==> config.mk <==
export PLATFORM = sky130hd
export DESIGN_NAME = csw_ctrl
export DESIGN_NICKNAME = d
export VERILOG_FILES = /design/src/hw/rtl/csw_pkg.sv /design/src/hw/rtl/csw_ctrl.sv
export SDC_FILE = /design/constraint.sdc
export NUM_CORES = 1
export LEC_CHECK = 0
export BUFFER_PORTS_ARGS = -buffer_cell sky130_fd_sc_hd__clkbuf_2
export CORE_UTILIZATION = 30
export CTS_BUF_LIST = sky130_fd_sc_hd__clkbuf_16
export CTS_CLUSTER_SIZE = 25
export DETAILED_ROUTE_END_ITERATION = 10
export SLEW_MARGIN = 25
export SYNTH_ARGS = -nofsm -noshare
export SYNTH_HDL_FRONTEND = slang
export SYNTH_SLANG_ARGS = --single-unit
==> constraint.sdc <==
create_clock -name clock -period 1.82 [get_ports clock]
set_input_delay 0.182 -clock clock [delete_from_list [all_inputs] [get_ports clock]]
set_output_delay 0.182 -clock clock [all_outputs]
set_load 0.05 [all_outputs]
==> src/hw/rtl/csw_pkg.sv <==
package csw_pkg;

   localparam logic [1:0] CMD_LOAD_FIRST  = 2'd0;
   localparam logic [1:0] CMD_LOAD_SECOND = 2'd1;
   localparam logic [1:0] CMD_COMPUTE     = 2'd2;

   localparam logic [1:0] ST_OK       = 2'd0;
   localparam logic [1:0] ST_WINDOW   = 2'd1;
   localparam logic [1:0] ST_NEGATIVE = 2'd2;

   localparam logic signed [63:0] COST_INF = 64'sh7FFF_FFFF_FFFF_FFFF;
   localparam logic signed [63:0] COST_MIN = 64'sh8000_0000_0000_0000;
   localparam logic [31:0]        DIST_INF = 32'hFFFF_FFFF;
   localparam logic [23:0]        TIME_MAX = 24'hFF_FFFF;

   typedef enum logic [2:0] {
      MUL_DIFF,
      MUL_AA,
      MUL_BB,
      MUL_BAA,
      MUL_ABB
   } mul_sel_type;

   typedef struct packed {
      logic              run;
      logic [23:0]       tstamp;
      logic signed [15:0] val;
   } elem_type;

   typedef struct packed {
      logic        load_first;
      logic        load_second;
      logic        start;
      logic        check;
      logic        rd_row;
      logic        rd_col;
      logic        mul_en;
      mul_sel_type mul_sel;
      logic        add;
      logic        commit;
      logic        root_init;
      logic        root_step;
      logic        out_load;
   } csw_cmd_type;

   typedef struct packed {
      logic too_small;
      logic last_col;
      logic last_row;
      logic fin_inf;
      logic fin_neg;
      logic root_done;
      logic empty;
   } csw_stat_type;

endpackage

==> src/hw/rtl/csw_ctrl.sv <==
module csw_ctrl import csw_pkg::*; (
   input  logic         clock,
   input  logic         reset,
   input  logic         req_tvalid,
   input  logic [1:0]   req_cmd,
   output logic         req_tready,
   output logic         rsp_tvalid,
   input  logic         rsp_tready,
   output csw_cmd_type  cmd,
   input  csw_stat_type stat
);

   typedef enum logic [3:0] {
      S_IDLE,
      S_CHECK,
      S_ROW,
      S_COL,
      S_MDIFF,
      S_MAA,
      S_MBB,
      S_MBAA,
      S_MABB,
      S_ADD,
      S_MIN,
      S_ROOT_INIT,
      S_SQRT,
      S_DONE
   } state_type;

   state_type state_ff, state_in;
   logic      rsp_tvalid_ff;
   logic      out_free;

   assign out_free   = !rsp_tvalid_ff || rsp_tready;
   assign req_tready = (state_ff == S_IDLE) && !reset;
   assign rsp_tvalid = rsp_tvalid_ff;

   always_comb begin
      cmd         = '0;
      cmd.mul_sel = MUL_DIFF;
      state_in    = state_ff;
      case (state_ff)
         S_IDLE: begin
            if (req_tvalid && !reset) begin
               case (req_cmd)
                  CMD_LOAD_FIRST:  cmd.load_first  = 1'b1;
                  CMD_LOAD_SECOND: cmd.load_second = 1'b1;
                  CMD_COMPUTE: begin
                     cmd.start = 1'b1;
                     state_in  = S_CHECK;
                  end
                  default: ;
               endcase
            end
         end
         S_CHECK: begin
            cmd.check = 1'b1;
            if (stat.too_small)  state_in = S_DONE;
            else if (stat.empty) state_in = S_ROOT_INIT;
            else                 state_in = S_ROW;
         end
         S_ROW: begin
            cmd.rd_row = 1'b1;
            state_in   = S_COL;
         end
         S_COL: begin
            cmd.rd_col = 1'b1;
            state_in   = S_MDIFF;
         end
         S_MDIFF: begin
            cmd.mul_en  = 1'b1;
            cmd.mul_sel = MUL_DIFF;
            state_in    = S_MAA;
         end
         S_MAA: begin
            cmd.mul_en  = 1'b1;
            cmd.mul_sel = MUL_AA;
            state_in    = S_MBB;
         end
         S_MBB: begin
            cmd.mul_en  = 1'b1;
            cmd.mul_sel = MUL_BB;
            state_in    = S_MBAA;
         end
         S_MBAA: begin
            cmd.mul_en  = 1'b1;
            cmd.mul_sel = MUL_BAA;
            state_in    = S_MABB;
         end
         S_MABB: begin
            cmd.mul_en  = 1'b1;
            cmd.mul_sel = MUL_ABB;
            state_in    = S_ADD;
         end
         S_ADD: begin
            cmd.add  = 1'b1;
            state_in = S_MIN;
         end
         S_MIN: begin
            cmd.commit = 1'b1;
            if (!stat.last_col)     state_in = S_COL;
            else if (stat.last_row) state_in = S_ROOT_INIT;
            else                    state_in = S_ROW;
         end
         S_ROOT_INIT: begin
            cmd.root_init = 1'b1;
            state_in      = S_SQRT;
         end
         S_SQRT: begin
            cmd.root_step = 1'b1;
            if (stat.root_done) state_in = S_DONE;
         end
         S_DONE: begin
            if (out_free) begin
               cmd.out_load = 1'b1;
               state_in     = S_IDLE;
            end
         end
         default: state_in = S_IDLE;
      endcase
   end

   always_ff @(posedge clock) begin
      if (reset) begin
         state_ff      <= S_IDLE;
         rsp_tvalid_ff <= 1'b0;
      end else begin
         state_ff <= state_in;
         if (cmd.out_load) rsp_tvalid_ff <= 1'b1;
         else if (rsp_tready) rsp_tvalid_ff <= 1'b0;
      end
   end

endmodule

# [Yosys cells after proc, flatten, opt, wreduce, memory -nomap -nowiden]
# Cells that the tools add are included.
[totals] input_bits=13 output_inout_bits=17 reg_bits=5 word_cells=56
[op_classes] reduce_logical=9 mux=26 n_eq_ne=19
[op_table] operator="4-bit one-hot mux with 14 select lines" count=1
[op_table] operator="4-bit 2-to-1 mux" count=8
[op_table] operator="4-bit == test, second input constant" count=6
[op_table] operator="4-bit one-hot mux with 5 select lines" count=1
[op_table] operator="4-bit by 3-bit == test with 1-bit output, second input constant" count=4
[op_table] operator="1-bit 2-to-1 mux" count=14
[op_table] operator="4-bit by 2-bit == test with 1-bit output, second input constant" count=2
[op_table] operator="3-bit 2-to-1 mux" count=2
[op_table] operator="4-bit by 1-bit == test with 1-bit output, second input constant" count=1
[op_table] operator="4-bit zero test" count=1
[op_table] operator="2-bit by 1-bit inequality test with 1-bit output, second input constant" count=2
[op_table] operator="2-bit inequality test, second input constant" count=2
[op_table] operator="4-bit AND reduction" count=1
[op_table] operator="2-bit by 1-bit == test with 1-bit output, second input constant" count=1
[op_table] operator="2-bit == test, second input constant" count=1
[op_table] operator="1-bit logical AND" count=2
[op_table] operator="1-bit zero test" count=2
[op_table] operator="2-bit zero test" count=1
[op_table] operator="2-bit nonzero test" count=1
[op_table] operator="1-bit logical OR" count=1

# [Logic depth before layout (Yosys ltp)]
# Gate-level depths: netlist of run 1.
[depth] ltp_word=5 mapped_depth=5

# [Worst setup path before layout of run 1]
# No wires, ideal clock.
[synth_timing] path_kind="register to output" from="register state_ff[0]" to="output port cmd[8] (netlist bit)" required_time_ns=1.638 setup_slack_ns=-0.563 arrival_time_ns=2.201 path_stages_with_launch=5 n_path_buf=2 path_cell_list="dfxtp_1 > buf_4 > buf_2 > nor3_1 > a21o_1"
[synth_lines] item="start: declaration" line="csw_ctrl.sv:30" text="state_type state_ff, state_in;"
[synth_lines] item="start signal: assignment" line="csw_ctrl.sv:128" text="state_ff <= state_in;"
[synth_lines] item="end: declaration" line="csw_ctrl.sv:9" text="output csw_cmd_type cmd,"

==> results of run 1 <==
[registers in the layout, summed over array words and instances (netlist names)]
name and count:
rsp_tvalid 1, state_ff 4
[logic make-up after synthesis]
kind of cell / share of synthesized area
AOI/OAI and AO/OA: 0.2603
buffers and inverters: 0.09020
DFF: 0.2062
muxes: 0.02062
and+or+nand+nor: 0.4227
[area by class of cell]
class	count	share of cell area
well taps	16	0.02689
clock inverters	1	0.005042
flip-flops and latches	5	0.1361
repair buffers	32	0.2387
inverters	2	0.01008
multi-input cells	52	0.4824
clock buffers	3	0.1008
[metal layers]
layer	GRT usage	wire, um
met1	0.1989	553
met2	0.2462	687
met3	0.06897	41
met4	0.05000	0
met5	0	0
[path summary, 6_finish.rpt]
check / start / endpoint / slack, ns / depth (start not counted)
setup / recovery: state_ff[3] / cmd[14] / 0.09 / 4
hold / removal: reset / state_ff[3] / 0.24 / 2
setup reg to reg: state_ff[2] / state_ff[0] / 0.38 / 5
hold reg to reg: rsp_tvalid / state_ff[0] / 0.58 / 2
[power by group through the flow]
stage          combinational [uW]  clock (uW)  sequential (uW)
2_1_floorplan                 659           0              179
3_3_place_gp                  761           0              223
3_5_place_dp                  766           0              222
4_1_cts                       771         361              223
5_1_grt                       833         370              230
6_report                      765         356              224
[placed cells by master, fill, tap and decap left out]
cell	synthesis	layout
clkbuf_2	0	25
nor2_1	7	7
a21oi_1	6	6
buf_4	2	6
nand2b_1	4	4
nand2_1	4	4
dfxtp_1	5	4
inv_1	2	3
clkbuf_16	0	3
nor2b_1	2	2
nor3_2	0	2
nor3_1	4	2
nand3b_1	2	2
a21o_1	2	2
and3_1	2	2
o21ai_0	2	2
or2_1	1	1
nor4_4	1	1
and2b_2	0	1
and4b_2	0	1
nor3b_2	0	1
and4bb_2	0	1
a221oi_1	1	1
o31ai_1	1	1
a211o_1	1	1
nand4b_1	1	1
o31ai_2	1	1
mux2i_1	1	1
nand3_1	1	1
a221o_1	1	1
o32a_1	1	1
o211ai_1	1	1
a31oi_1	1	1
clkbuf_4	0	1
dfxtp_2	0	1
[per-stage QoR]
stage            util  setup WS, ns  instances  setup TNS (ns)  hold slack (ns)
2_1_floorplan       -       -0.1073         64         -0.2818           0.2511
3_3_place_gp   0.4377        0.2226        107               0           0.4795
6_report       0.4942       0.08501        111               0           0.2407
5_1_grt        0.4942      0.007560        111               0           0.2788
4_1_cts        0.4942       0.07189        111               0           0.2440
3_5_place_dp   0.4377        0.1925        107               0           0.4851
[synthesized netlist by cell type (all sizes together), types with 2 or more instances]
master,instances
dfxtp,5
buf,5
nand3b,2
a21o,2
nor3,4
inv,2
nor2b,2
nand2b,4
nor2,7
and3,2
a21oi,6
o21ai,2
o31ai,2
nand2,4
[worst max-delay path, cell delays in order, from the launching register on]
cell      delay [ns]
dfxtp_2         0.37
nor4_4          0.31
and2b_2         0.20
and4bb_2        0.22
clkbuf_4        0.22
[what timing repair did]
action,CTS,global route
resized for setup,3,1
pin swaps,0,0
setup endpoints to repair,3,1
==> impl_results.md, run 1 <==
- Total Routed Length: 1.282 mm
- Site Rows: 14
- Seq pwr share: 0.166
- Yosys cell types: 32
- Switching portion of total power: 0.4796
- Slew margin rel.: 0.8059
- Initial antenna violation count: 0
- Post-DP HPWL: 996.9 um
- Ant diodes: 0
- Clk pwr share: 0.265
- CP Max Fanout: 9
- FMAX: 0.5764 GHz
- Total grt overflow: 0
- Drc violations: 0
- Yosys top cell area share: 0.2062
- Post-synth ARST share: 0
- Postcts setup bufs: 0
- Antenna-violating nets left: 0
- Max-slew violations: 0
- Cell taking the most area after synthesis: dfxtp_1
- Storage cell area: 101.3 um^2
- Final net count: 109
- Clock Path Buffers: 2
- Die height: 42.23 um
- Crit start category: register
- Final hold vios: 0
- Vias in the first global route: 535
- Final setup vio count: 0
- Critical path arrival: 1.55 ns
- Seq/Total Area, Yosys: 0.2062
- Synth warn: 0
- LEAKAGE: 0.0003570 uW
- Clock-pin slew on the worst setup and hold paths: 0.03 ns
- Synth Flop Type: dfxtp_1
- Routability cong.: 0.7563
- Internal power: 700.1 uW
- Syn avg cell area: 7.585 um^2
- First-pass GRT wire length: 2.180 mm
- Synthesized cell area: 485.5 um^2
- Power Dens Cells: 1807 nW/um^2
- TritonCTS clock tree: built
- Setup repair after global routing missed its margin: no
- Total track usage: 0.1593
- DR WL/cell: 11.55 um
- H-tree Lvls: 1
- I/O Pins: 30
- Critical path class: reg2out
- Gate count of the mapped netlist: 64
- CP endpoint kind: output pin
- Synth area leaders: dfxtp_1 (21%), a21oi_1 (6.2%), nor2_1 (5.4%)
- Yosys reg bits: 5
- Dpl cell area: 659.4 um^2
- Post-route cell area: 744.5 um^2
- Die area: 1783 um^2
- DR iter-0 viols: 17
- DIE WIDTH: 42.23 um
- Largest net degree at the start of global routing: 11
- Final period util: 0.9533
- Max_cap viols: 0
- Max VDD drop: 0.6503 mV
- Status: completed
- Minimum clock period after layout: 1.735 ns
- # clock sinks: 5
- Number of synthesized flops with an enable pin: 0
- Hold bufs inserted after CTS: 0
- I/O Buffers: 27
- DR pass1 iterations: 6
- Starting Density: 0.3223
- Hold Crit Class: in2reg
- Clock Latency Late Sink: 0.23 ns
- CTS Buf Count: 3
- Psw: 645.3 uW
- Core Region: 1506 um^2
- Comb pwr share: 0.569
- Least-Margin Pin Slew: 0.2907 ns
- Syn nets: 77
- Vias per cell: 5.333
- Routed vias: 592
- Layout cells sized above 1: 0.4632
- Area delta synth->final: 53.35%
- Area of the multi-input gates: 359.1 um^2
- Clk root buf: clkbuf_16
- # fillers: 155
- Skew final: 0.002737 ns
- Total power: 1345 uW
- CP Data Required Time: 1.64 ns
(Power assumes the default switching activity.)
==> inputs of run 2 (changes only) <==
--- a/config.mk
+++ b/config.mk
@@ -5,6 +5,7 @@
 export SDC_FILE = /design/constraint.sdc
 export NUM_CORES = 1
 export LEC_CHECK = 0
+export ABC_AREA = 1
 export BUFFER_PORTS_ARGS = -buffer_cell sky130_fd_sc_hd__clkbuf_2
 export CORE_UTILIZATION = 30
 export CTS_BUF_LIST = sky130_fd_sc_hd__clkbuf_16
@@ -14,3 +15,4 @@
 export SYNTH_ARGS = -nofsm -noshare
 export SYNTH_HDL_FRONTEND = slang
 export SYNTH_SLANG_ARGS = --single-unit
+export TNS_END_PERCENT = 100
==> constraint.sdc (replaced) <==
create_clock -name clock -period 1.4 [get_ports clock]
set_input_delay 0.14 -clock clock [delete_from_list [all_inputs] [get_ports clock]]
set_output_delay 0.14 -clock clock [all_outputs]
set_load 0.05 [all_outputs]
==> run 2 against run 1 <==
Net effect: worst hold slack got worse by 0.031 ns; flip-flop and latch count did not move; design area rose by 23%; clock power rose by 31%; core utilization rose by 11 points; largest cell class unchanged; highest routed layer is now met4.
==> impl_results.md, run 2 <==
- Status: completed (unchanged)
- I/O Pins: 30 (unchanged)
- Antenna-violating nets left: 0 (unchanged)
- Synth area leaders: dfxtp_1 (20%), nand2_1 (18%), nor2_1 (16%) (was dfxtp_1 (21%), a21oi_1 (6.2%), nor2_1 (5.4%))
- DIE WIDTH: 42.49 um (was 42.23 um)
- GR met1 Demand/Resource: 0.2173 (was 0.1989)
- DR WL/cell: 9.541 um (was 11.55 um)
- Final period util: 0.9541
- Commonest non-fill, non-tap cell in the layout: nand2_1 (was clkbuf_2)
- Max-slew violations: 0 (unchanged)
- Clk root buf: clkbuf_16 (unchanged)
- Total track usage: 0.1674 (was 0.1593)
- Die height: 42.49 um (was 42.23 um)
- Synth warn: 0 (unchanged)
- Met3 usage: 0.02586 (was 0.06897)
- Number of synthesized flops with an enable pin: 0 (unchanged)
- Total Routed Length: 1.393 mm (was 1.282 mm)
- First-pass GRT wire length: 2.332 mm (was 2.180 mm)
- Total grt overflow: 0 (unchanged)
- Max_cap viols: 0 (unchanged)
- I/O Buffers: 27 (unchanged)
- GRT busiest layer: met2 (unchanged)
- Vias in the first global route: 589 (was 535)
- Final Core Density: 0.5993 (was 0.4942)
- Clock Latency Late Sink: 0.23 ns (about the same)
- Minimum clock period after layout: 1.336 ns
- Post-route cell area: 913.4 um^2 (was 744.5 um^2)
- Core Region: 1524 um^2 (was 1506 um^2)
- Routability cong.: 0.8048 (was 0.7563)
- Cell taking the most area after synthesis: dfxtp_1 (unchanged)
- Drc violations: 0 (unchanged)
- CP Data Required Time: 1.26 ns (was 1.64 ns)
- Met2 GRT Util: 0.2708 (was 0.2462)
- Most frequent cells in the layout: nand2_1 (24), nor2_1 (16), inv_1 (14), clkbuf_2 (12) (was clkbuf_2 (25), nor2_1 (7), a21oi_1 (6), buf_4 (6))
- Synth Flop Type: dfxtp_1 (unchanged)
- CTS Buf Count: 3 (unchanged)
- Critical path class: reg2out (unchanged)
- Final hold vios: 0 (unchanged)
- Crit start category: register (unchanged)
- Power Dens Cells: 988.7 nW/um^2 (was 1807 nW/um^2)
- Placed insts: 142 (was 107)
- DR pass1 iterations: 4 (was 6)
- Gate count of the mapped netlist: 95 (was 64)
- Cell with the most instances after synthesis: nand2_1 (was nor2_1)
- Yosys reg bits: 5 (unchanged)
- Max VDD drop: 0.5219 mV (was 0.6503 mV)
- Post-synth top cells: nand2_1 (24), nor2_1 (21), inv_1 (14) (was nor2_1 (7), a21oi_1 (6), dfxtp_1 (5))
- Seq/Total Area, Yosys: 0.2036 (was 0.2062)
- TNS Setup: 0 ns (unchanged)
- Hold bufs inserted after CTS: 0 (unchanged)
- Final setup vio count: 0 (unchanged)
- Clock-pin slew on the worst setup and hold paths: 0.03 ns (about the same)
- Post-synth ARST share: 0 (unchanged)
- Area delta synth->final: 85.75% (was 53.35%)
- LEAKAGE: 0.0004586 uW (was 0.0003570 uW)
- Yosys top cell area share: 0.2036 (was 0.2062)
- Top reg by flops: state_ff (unchanged)
- Ant diodes: 0 (unchanged)
- Site Rows: 14 (unchanged)
- Post-Layout Cell Count: 146 (was 111)
- CP endpoint kind: output pin (unchanged)
- Layout cells sized above 1: 0.4769 (was 0.4632)
- Largest register FFs: 4 (unchanged)
- Initial antenna violation count: 0 (unchanged)
- Yosys cell types: 14 (was 32)
- CP Max Fanout: 4 (was 9)
- Vias per cell: 4.527 (was 5.333)
- Clock Path Buffers: 2 (unchanged)
- Largest net degree at the start of global routing: 7 (was 11)
- Hold Crit Class: in2reg (unchanged)
- H-tree Lvls: 1 (unchanged)
- Critical path arrival: 1.20 ns (was 1.55 ns)
- Slew margin rel.: 0.7996 (was 0.8059)
- FMAX: 0.7486 GHz
- Post-DP HPWL: 1.090 mm (was 996.9 um)
- Starting Density: 0.3227 (was 0.3223)
- TritonCTS clock tree: built (unchanged)
- DR iter-0 viols: 10 (was 17)
- Dpl cell area: 728.2 um^2 (was 659.4 um^2)
- Skew final: 0.0003590 ns (was 0.002737 ns)
- Routed vias: 661 (was 592)
- # clock sinks: 5 (unchanged)
- Least-Margin Pin Slew: 0.2999 ns (was 0.2907 ns)
- Syn avg cell area: 5.176 um^2 (was 7.585 um^2)
- Syn nets: 108 (was 77)
- Hold Slack: 0.2100 ns (was 0.2407 ns)
- Die area: 1805 um^2 (was 1783 um^2)
- Synthesized cell area: 491.7 um^2 (was 485.5 um^2)
- Final net count: 144 (was 109)
run 2: changes by cell type after synthesis, sizes merged, moves of 4 or more:
| cell | change |
|---|---|
| inv | +15 |
| nand2 | +25 |
| nor2 | +19 |
| nand2b | -4 |
| buf | -5 |
run 2: logic make-up (layout without fill, tap and decap cells):
kind of cell | Yosys count | count (layout) | share of synthesized area
AOI/OAI and AO/OA | 8 | 8 | 0.08143
buffers and inverters | 17 | 52 | 0.1298
DFF | 5 | 5 | 0.2036
and+or+nand+nor | 65 | 65 | 0.5852
run 2: final timing paths:
check | startpoint | endpoint | slack (ns) | cells after the start
setup reg to reg | state_ff[3] | state_ff[0] | 0.19 | 7
hold / removal | reset | state_ff[0] | 0.21 | 3
setup / recovery | state_ff[3] | cmd[11] | 0.06 | 5
hold reg to reg | rsp_tvalid | state_ff[0] | 0.63 | 4
run 2: metal layers:
metal	routed length, um	up-vias
met5	0	-
met4	12	0
met3	45	2
met2	683	21
met1	651	280
li1	-	358
run 2: critical path, cell delays in order, from the launching register on:
cell	delay, ns
dfxtp_2	0.34
nor2_4	0.14
buf_4	0.15
nand2_1	0.09
inv_2	0.06
buf_4	0.18
run 2: cell type report:
type / count / area [um^2]
clock buffers: 3 / 75.07
clock inverters: 1 / 3.754
fillers: 149 / 610.6
inverters: 17 / 63.81
multi-input cells: 73 / 410.4
flip-flops and latches: 5 / 105.1
well taps: 16 / 20.02
repair buffers: 31 / 235.2
run 2: metrics by stage:
stage / total power [uW] / setup slack [ns]
6_report: 903.1 / 0.06420
5_1_grt: 935.0 / -0.006063
4_1_cts: 885.9 / -0.01091
3_5_place_dp: 406.1 / 0.1484
3_3_place_gp: 404.6 / 0.1442
2_1_floorplan: 344.0 / -0.3049
run 2: timing repair:
action / CTS / global route
buffers inserted: 0 / 0
setup endpoints to repair: 12 / 16
resized for setup: 17 / 25
gates cloned: 0 / 0
run 2: report_power, final:
| part | switching [uW] | internal (uW) | total [uW] |
|---|---|---|---|
| Combinational | 183 | 85.4 | 268 |
| Sequential | 16.3 | 153 | 170 |
| Clock | 95.1 | 370 | 465 |
==> inputs of run 3 (changes only) <==
==> constraint.sdc (replaced) <==
create_clock -name clock -period 1.6 [get_ports clock]
set_input_delay 0.16 -clock clock [delete_from_list [all_inputs] [get_ports clock]]
set_output_delay 0.16 -clock clock [all_outputs]
set_load 0.05 [all_outputs]
==> run 3 against run 2 <==
Net effect: register-to-register slack improved by 0.13 ns; count of clock-buffer cells in the layout stayed put; worst hold slack got worse by 0.033 ns; flip-flop and latch count unchanged; first-iteration DRC count grew 100%; sequential power shrank 15%; sequential share of layout area grew 1.7 points; non-clock buffer count fell by 4; clock power fell by 14%; critical endpoint is now cmd[13]; largest cell class unchanged; highest routed layer is now met3.
==> impl_results.md, run 3 (same netlist as run 2, synthesis figures left out) <==
- DP Worst Slack: 0.1803 ns (was 0.1484 ns)
- Max-slew violations: 0 (unchanged)
- Worst r2r src: state_ff[3] (unchanged)
- Final period util: 0.9516
- CTS Buf Count: 3 (unchanged)
- Post-DP HPWL: 1.058 mm (was 1.090 mm)
- Vias per cell: 4.585 (was 4.527)
- Final net count: 140 (was 144)
- Most frequent cells in the layout: nand2_1 (24), nor2_1 (21), clkbuf_2 (21), inv_1 (15), nand2_2 (5) (was nand2_1 (24), nor2_1 (16), inv_1 (14), clkbuf_2 (12))
- Layout cells sized above 1: 0.3810 (was 0.4769)
- Clk root buf: clkbuf_16 (unchanged)
- # fillers: 170 (was 149)
- Final setup vio count: 0 (unchanged)
- First-pass GRT wire length: 2.194 mm (was 2.332 mm)
- Least-Margin Pin Slew: 0.3117 ns (was 0.2999 ns)
- Postcts setup bufs: 0 (unchanged)
- DR pass1 iterations: 4 (unchanged)
- Routed vias: 651 (was 661)
- CP Max Fanout: 7 (was 4)
- Setup repair after global routing missed its margin: no
- Power Dens Cells: 964.6 nW/um^2 (was 988.7 nW/um^2)
- Final hold vios: 0 (unchanged)
- Site Rows: 14 (unchanged)
- Skew final: 0.001330 ns (was 0.0003590 ns)
- Setup crit end: cmd[13] (was cmd[11])
- H-tree Lvls: 1 (unchanged)
- FMAX: 0.6568 GHz
- Total Routed Length: 1.317 mm (was 1.393 mm)
- Clock Latency Late Sink: 0.22 ns (was 0.23 ns)
- DR iter-0 viols: 20 (was 10)
- Hold Crit Class: in2reg (unchanged)
- Total grt overflow: 0 (unchanged)
- Register-to-Register Setup Slack: 0.32 ns (was 0.19 ns)
- TNS Setup: 0 ns (unchanged)
- I/O Pins: 30 (unchanged)
- Status: completed (unchanged)
- Critical path arrival: 1.36 ns (was 1.20 ns)
- Area delta synth->final: 56.23% (was 85.75%)
- Starting Density: 0.3227 (unchanged)
- Ant diodes: 0 (unchanged)
- Top reg by flops: state_ff (unchanged)
- Initial antenna violation count: 0 (unchanged)
- I/O Buffers: 27 (unchanged)
- Vias in the first global route: 572 (was 589)
- Worst R2R End: state_ff[0] (unchanged)
- Max VDD drop: 0.6761 mV (was 0.5219 mV)
- Hold bufs inserted after CTS: 0 (unchanged)
- Worst Path Buf+Inv: 1 (was 3)
- DIE WIDTH: 42.49 um (unchanged)
- Drc violations: 0 (unchanged)
- Die area: 1805 um^2 (unchanged)
- Setup ws final: 0.07738 ns (was 0.06420 ns)
- Antenna-violating nets left: 0 (unchanged)
- Crit path cell chain: nor2_4 > nand2_2 > nor4_2 > clkbuf_4 (was nor2_4 > buf_4 > nand2_1 > inv_2 > buf_4)
- Max stage delay cell, worst path: dfxtp_1 (was dfxtp_2)
- CP endpoint kind: output pin (unchanged)
- Routability cong.: 0.7929 (was 0.8048)
- CP Depth: 4 (was 5)
- Area of the multi-input gates: 364.1 um^2 (was 410.4 um^2)
- Crit start category: register (unchanged)
- FF-to-FF path depth: 7 (unchanged)
- Commonest non-fill, non-tap cell in the layout: nand2_1 (unchanged)
- Total track usage: 0.1556 (was 0.1674)
- CP startpoint: state_ff[3] (unchanged)
- Critical path class: reg2out (unchanged)
- DR WL/cell: 9.275 um (was 9.541 um)
- Slew margin rel.: 0.7919 (was 0.7996)
- Max_cap viols: 0 (unchanged)
- Crit path largest cell delay: 0.39 ns (was 0.34 ns)
- Core Region: 1524 um^2 (unchanged)
- LEAKAGE: 0.0004146 uW (was 0.0004586 uW)
- Minimum clock period after layout: 1.523 ns
- Storage cell area: 101.3 um^2 (was 105.1 um^2)
- Clock Path Buffers: 2 (unchanged)
- Largest register FFs: 4 (unchanged)
- Largest net degree at the start of global routing: 8 (was 7)
- Cell family with most CP delay: simple AND/OR/NAND/NOR gates (was buffers and inverters)
- Clock-pin slew on the worst setup and hold paths: 0.03 ns (about the same)
- CP Data Required Time: 1.44 ns (was 1.26 ns)
- # clock sinks: 5 (unchanged)
- Post-Layout Cell Count: 142 (was 146)
- Die height: 42.49 um (unchanged)
- Placed insts: 138 (was 142)
- TritonCTS clock tree: built (unchanged)
-- run 3: cell types whose count changed in the layout (fill, tap and decap cells not counted), sizes merged --
cell    delta
buf        -5
clkbuf     +1
-- run 3: metrics by stage --
| step | utilization | hold WS (ns) | power [uW] | area (um^2) |
|---|---|---|---|---|
| 2_1_floorplan | - | 0.2291 | 293.1 | 523.0 |
| 3_3_place_gp | 0.4450 | 0.4257 | 340.2 | 678.2 |
| 3_5_place_dp | 0.4450 | 0.4197 | 342.5 | 678.2 |
| 4_1_cts | 0.5033 | 0.1894 | 747.4 | 767.0 |
| 5_1_grt | 0.5041 | 0.1944 | 785.3 | 768.2 |
| 6_report | 0.5041 | 0.1771 | 741.1 | 768.2 |
-- run 3: timing repair --
action                     in CTS  in global routing
gates resized for setup         3                  5
setup endpoints to repair       2                  4
cloned                          0                  0
-- run 3: cell type report --
class,instances,share of cell area
Multi-Input combinational cell,73,0.4739
Clock buffer,3,0.09772
Sequential cell,5,0.1319
Tap cell,16,0.02606
Timing Repair Buffer,27,0.1824
Clock inverter,1,0.004886
Inverter,17,0.08306
-- run 3: worst register-to-register path, stage by stage (launching register included) --
cell and delay (ns):
dfxtp_1 0.49, nand2_2 0.16, nor2_2 0.15, nand2_1 0.10
nand2_2 0.10, nor2_2 0.05, nand2_1 0.06, a21oi_1 0.06
-- run 3: layer usage --
metal | global-route usage | wire (um)
met1 | 0.1849 | 614
met2 | 0.2831 | 651
met3 | 0.01724 | 51
met4 | 0.05625 | 0
met5 | 0 | 0
-- run 3: report_power, final --
part           switching, uW  internal [uW]
registers               11.2            133
logic                    144           54.7
clock network           75.3            323
total                    231            510
-- run 3: worst min path at each step --
stage | from | endpoint | slack (ns) | depth (start not counted)
after CTS | reset | state_ff[1] | 0.19 | 2
after global placement | reset | state_ff[0] | 0.43 | 2
final | reset | state_ff[2] | 0.18 | 2
after global routing | reset | state_ff[2] | 0.19 | 2
after detailed placement | reset | state_ff[1] | 0.42 | 2
after floorplan | reset | state_ff[0] | 0.23 | 1
